### config.mk
export PLATFORM = sky130hd
export DESIGN_NAME = tccs_ctrl
export DESIGN_NICKNAME = d
export VERILOG_FILES = /design/src/sv/tccs_pkg.sv /design/src/sv/tccs_ctrl.sv
export SDC_FILE = /design/constraint.sdc
export NUM_CORES = 1
export LEC_CHECK = 0
export BUFFER_PORTS_ARGS = -buffer_cell sky130_fd_sc_hd__buf_2
export CAP_MARGIN = 40
export CELL_PAD_IN_SITES_DETAIL_PLACEMENT = 0
export CELL_PAD_IN_SITES_GLOBAL_PLACEMENT = 1
export CORE_AREA = 10 10 47 49
export DETAILED_ROUTE_END_ITERATION = 10
export DIE_AREA = 0 0 57 59
export GPL_TIMING_DRIVEN = 1
export HOLD_SLACK_MARGIN = 0.12
export PLACE_DENSITY_LB_ADDON = 0.05
export SLEW_MARGIN = 5
export SYNTH_ARGS = -nofsm -noshare
export SYNTH_HDL_FRONTEND = slang
export SYNTH_SLANG_ARGS = --single-unit
### constraint.sdc
create_clock -name clk_i -period 1.25 [get_ports clk_i]
set_input_delay 0.25 -clock clk_i [delete_from_list [all_inputs] [get_ports clk_i]]
set_output_delay 0.25 -clock clk_i [all_outputs]
set_load 0.005 [all_outputs]
### src/sv/tccs_pkg.sv
package tccs_pkg;

  // Default screen geometry
  localparam int unsigned DefColumns = 80;
  localparam int unsigned DefRows    = 25;

  // Field widths
  localparam int unsigned CharW   = 8;
  localparam int unsigned ColorW  = 8;
  localparam int unsigned IndexW  = 11;
  localparam int unsigned OutColW = 7;
  localparam int unsigned OutRowW = 5;

  localparam logic [CharW-1:0]  NewlineCode  = 8'd10;
  localparam logic [ColorW-1:0] ColorDefault = 8'd7;

  // Request type codes
  localparam logic ReqPut  = 1'b0;
  localparam logic ReqRead = 1'b1;

  // Register index of the colour register
  localparam logic RegTextColor = 1'b0;

  // Commands from the controller to the datapath
  typedef struct packed {
    logic accept_put;   // put item taken this cycle
    logic accept_read;  // read item taken this cycle
    logic cnt_clr;      // restart the sweep counter
    logic copy_rd;      // read one source cell of the scroll copy
    logic zero_wr;      // write zero at the sweep counter
    logic scroll_done;  // last cell of a scroll cleared
  } cmd_t;

  // Status from the datapath to the controller
  typedef struct packed {
    logic scroll_need;  // a put now would move past the last row
    logic cnt_copy_last;
    logic cnt_cell_last;
  } status_t;

endpackage

### src/sv/tccs_ctrl.sv
module tccs_ctrl import tccs_pkg::*; (
  input  logic    clk_i,
  input  logic    rst_ni,
  input  logic    start,
  input  logic    req_type_i,
  input  status_t status_i,
  output cmd_t    cmd_o,
  output logic    busy
);

  typedef enum logic [4:0] {
    StInit  = 5'b00001,
    StIdle  = 5'b00010,
    StCopy  = 5'b00100,
    StDrain = 5'b01000,
    StWipe  = 5'b10000
  } state_e;

  state_e state_q, state_d;

  // Decode commands and the next state
  always_comb begin
    state_d = state_q;
    cmd_o   = '0;
    case (state_q)
      StInit: begin
        cmd_o.zero_wr = 1'b1;
        if (status_i.cnt_cell_last) begin
          state_d = StIdle;
        end
      end
      StIdle: begin
        if (start) begin
          if (req_type_i == ReqRead) begin
            cmd_o.accept_read = 1'b1;
          end else begin
            cmd_o.accept_put = 1'b1;
            if (status_i.scroll_need) begin
              cmd_o.cnt_clr = 1'b1;
              state_d       = StCopy;
            end
          end
        end
      end
      StCopy: begin
        cmd_o.copy_rd = 1'b1;
        if (status_i.cnt_copy_last) begin
          state_d = StDrain;
        end
      end
      StDrain: begin
        state_d = StWipe;
      end
      StWipe: begin
        cmd_o.zero_wr = 1'b1;
        if (status_i.cnt_cell_last) begin
          cmd_o.scroll_done = 1'b1;
          state_d           = StIdle;
        end
      end
      default: begin
        state_d = StInit;
      end
    endcase
  end

  assign busy = (state_q != StIdle);

  always_ff @(posedge clk_i or negedge rst_ni) begin
    if (!rst_ni) begin
      state_q <= StInit;
    end else begin
      state_q <= state_d;
    end
  end

  // A scrolling put holds the block busy on the next cycle
  a_scroll_busy: assert property (@(posedge clk_i) disable iff (!rst_ni)
    (cmd_o.accept_put && status_i.scroll_need) |=> busy)
    else $error("scroll did not hold busy");

  // The copy pass is always followed by the drain cycle
  a_copy_drain: assert property (@(posedge clk_i) disable iff (!rst_ni)
    (state_q == StCopy && status_i.cnt_copy_last) |=> state_q == StDrain)
    else $error("copy pass did not drain");

  // Exactly one state bit is set
  a_state_onehot: assert property (@(posedge clk_i) disable iff (!rst_ni)
    $onehot(state_q))
    else $error("state register not one-hot");

endmodule

==> summary.txt <==
Status
  – Run status: finished with violations
  – Failing checks: negative setup slack

Setup path
  – Worst path cell trace: xnor2_1 > or4_4 > inv_2 > buf_6
  – CP max stage delay: 0.53 ns
  – CP Data Required Time: 1.00 ns
  – Crit path max fanout: 2
  – CP Capture Type: output pin
  – CP Data Arrival Time: 1.43 ns
  – CP max-delay cell: dfstp_2
  – Critical path type: flip-flop to output pin
  – Startpoint Class: flip-flop

Clocking
  – Clock root buffer: clkbuf_4
  – Worst-Skew Late Latency: 0.24 ns
  – CTS Buf Count: 3
  – CTS tree: yes
  – Clk slew on worst S/H paths: 0.05 ns
  – Total clock sinks: 5
  – Max Root-Sink Buffers: 2
  – CTS H-tree lvls: 1

Floorplan
  – Site row count: 14
  – Die Span Y: 59 um
  – IO Pins: 14
  – Initial Utilization: 25.00%
  – Core ar.: 1401 um^2
  – Die X: 57 um
  – Die area: 3363 um^2

Synth
  – Synth Instances: 41
  – EDFF count, synth: 0
  – Top_reg_cell synth: dfrtp_1
  – Fraction of registers with async set/reset: 100.0%
  – Mapped cell area: 350.3 um^2
  – Yosys warnings: 0
  – Top post-synthesis cells by area: dfrtp_1, dfstp_2, inv_1
  – Synth Area per Inst: 8.545 um^2
  – Post-Syn Nets: 48
  – Cell taking the most area after synthesis: dfrtp_1
  – Top cell type's share of synthesized area: 28.57%
  – Netlist cell types: 25
  – Register bit total from synthesis: 5
  – Seq/Total Area, Yosys: 36.07%

STA
  – Rel. slew slack: 84.94%
  – Fmax: 594.1 MHz
  – Worst Max-Slew Pin Slew: 0.2252 ns
  – Final Max Slew Viols: 0
  – Tmin final: 1.683 ns
  – Period utilization: 134.7%
  – RSZ-0062 raised after global routing: true
  – Final worst slack: -0.4332 ns
  – Count of final hold-check violations: 0
  – Final setup viols: 11
  – Clock skew: 0.003819 ns

Global route
  – Largest net degree at the start of global routing: 9
  – Initial antenna violation count: 0
  – Vias in the first global route: 499
  – All-Layer GR Usage: 7.502%
  – Total gr overflow: 0
  – First-pass GRT wire length: 2042 um

Finish
  – Area grow syn2layout: 89.29%
  – Nets@finish: 79
  – Max FFs per register: 5
  – ANT cells: 0
  – Filler cells: 142
  – Share of layout cells above drive strength 1: 66.20%
  – Design area: 663.1 um^2
  – Top reg by flops: state_q
  – Post-Route Utilization: 47.32%
  – Largest registers: state_q (5)

Power and ir drop
  – Switch share: 33.93%
  – Sequential share of power: 22.5%
  – Cell Pwr Density: 1648 nW/um^2
  – Final Power: 0.001093 W
  – Reported net switching power: 0.0003708 W
  – Lkg Pwr: 0.3131 nW
  – VDD IR-drop max: 0.6141 mV
  – Clk network pwr share: 17.8%
  – Combinational power share: 59.7%
  – Pint: 0.0007221 W

Detailed routing
  – Iteration-0 DRC Markers: 2
  – Detailed-route via count: 411
  – DR DRC count: 0
  – Vias per cell: 4.724
  – TritonRoute pass-1 iters: 4
  – Routed WL: 1245 um
  – ANT nets after route: 0
  – Routed len/inst: 14.31 um

Placement
  – Dpl hpwl: 925.9 um
  – Post-placement setup slack: -0.2017 ns
  – IO Port Bufs: 13
  – RD Place Congestion: 0.7380
  – DP Area: 510.5 um^2

Hold path
  – Min-Delay Path Class: input pin to flip-flop

Run
  – Max Cap Viol: 0
-- cell type report --
class / instances / area, um^2 / share of cell area, %
clock buffer: 4 / 26.28 / 3.962
sequential: 5 / 128.9 / 19.43
timing repair buffer: 28 / 214.0 / 32.26
multi-input combinational: 29 / 255.2 / 38.49
inverter: 5 / 18.77 / 2.830
tap: 16 / 20.02 / 3.019
-- synthesized netlist by cell type (2+ instances only) --
master,number
inv_1,5
dfrtp_1,4
nand3_1,3
nor2_1,3
clkbuf_1,2
nand2_1,2
nor3b_1,2
nor4_1,2
o21ai_0,2
-- final timing paths --
| kind | from | to | slack, ns | cells past startpoint |
|---|---|---|---|---|
| worst max register to register | state_q[0]$_DFFE_PN1P_ | state_q[1]$_DFFE_PN0P_ | -0.18 | 6 |
| worst min-delay path | status_i[1] | state_q[3]$_DFFE_PN0P_ | 0.28 | 2 |
| worst max-delay path | state_q[0]$_DFFE_PN1P_ | cmd_o[1] | -0.43 | 4 |
| min in group asynchronous | rst_ni | state_q[2]$_DFFE_PN0P_ | 0.34 | 2 |
| max in group asynchronous | rst_ni | state_q[0]$_DFFE_PN1P_ | 0.69 | 2 |
| worst min register to register | state_q[1]$_DFFE_PN0P_ | state_q[1]$_DFFE_PN0P_ | 0.63 | 2 |
-- cells by family after synthesis --
kind of cell | share of synthesized area, %
AND/OR/NAND/NOR | 35.00
XOR/XNOR | 5.001
buffers and inverters | 7.501
AO/OA/AOI/OAI | 16.43
flip-flops | 36.07
-- power groups by stage --
| stage | sequential (W) | combinational, W | clock (W) |
|---|---|---|---|
| 4_1_cts | 0.000242 | 0.000583 | 0.000201 |
| 3_3_place_gp | 0.000247 | 0.000416 | 0 |
| 2_1_floorplan | 0.000246 | 0.000197 | 0 |
| 3_5_place_dp | 0.000248 | 0.000419 | 0 |
| 6_report | 0.000246 | 0.000652 | 0.000195 |
| 5_1_grt | 0.000253 | 0.000693 | 0.000217 |
-- what timing repair did --
| item | CTS | global route |
|---|---|---|
| hold buffers | 1 | 0 |
| setup endpoints to repair | 8 | 12 |
| hold endpoints to repair | 5 | 0 |
| resized for setup | 14 | 7 |
| buffers inserted | 3 | 1 |
| pin swaps | 5 | 1 |
-- critical path, delay by kind of cell (launching register included) --
| family | cells | cell delay [ns] |
|---|---|---|
| flops | 1 | 0.53 |
| buf+inv | 2 | 0.15 |
| simple gates | 1 | 0.43 |
| xor+xnor | 1 | 0.08 |
-- per-stage QoR --
step                      cells  hold slack (ns)  TNS [ns]
after floorplan              41         -0.04559   -0.2148
after global placement       78          0.06961   -0.7322
after detailed placement     78          0.07469   -0.7092
after CTS                    86           0.2802    -2.652
after global routing         87           0.2778    -3.349
final                        87           0.2846    -2.742
-- metal layers --
layer	vias to the layer above	routed length, um	global-route usage (%)
met5	-	0	0
met4	0	7	5.705
met3	2	66	2.575
met2	10	666	12.71
met1	193	504	7.434
li1	206	-	-
-- cell usage in the layout, fill, tap and decap left out, types with 2 or more instances in the layout --
master,netlist,final
nand3_1,3,2
inv_1,5,4
buf_2,0,10
clkbuf_4,0,3
buf_4,0,10
buf_6,0,7
dfrtp_2,0,2
nor4_2,0,2
nor2_1,3,2
dfrtp_1,4,2
(Power assumes the default switching activity.)
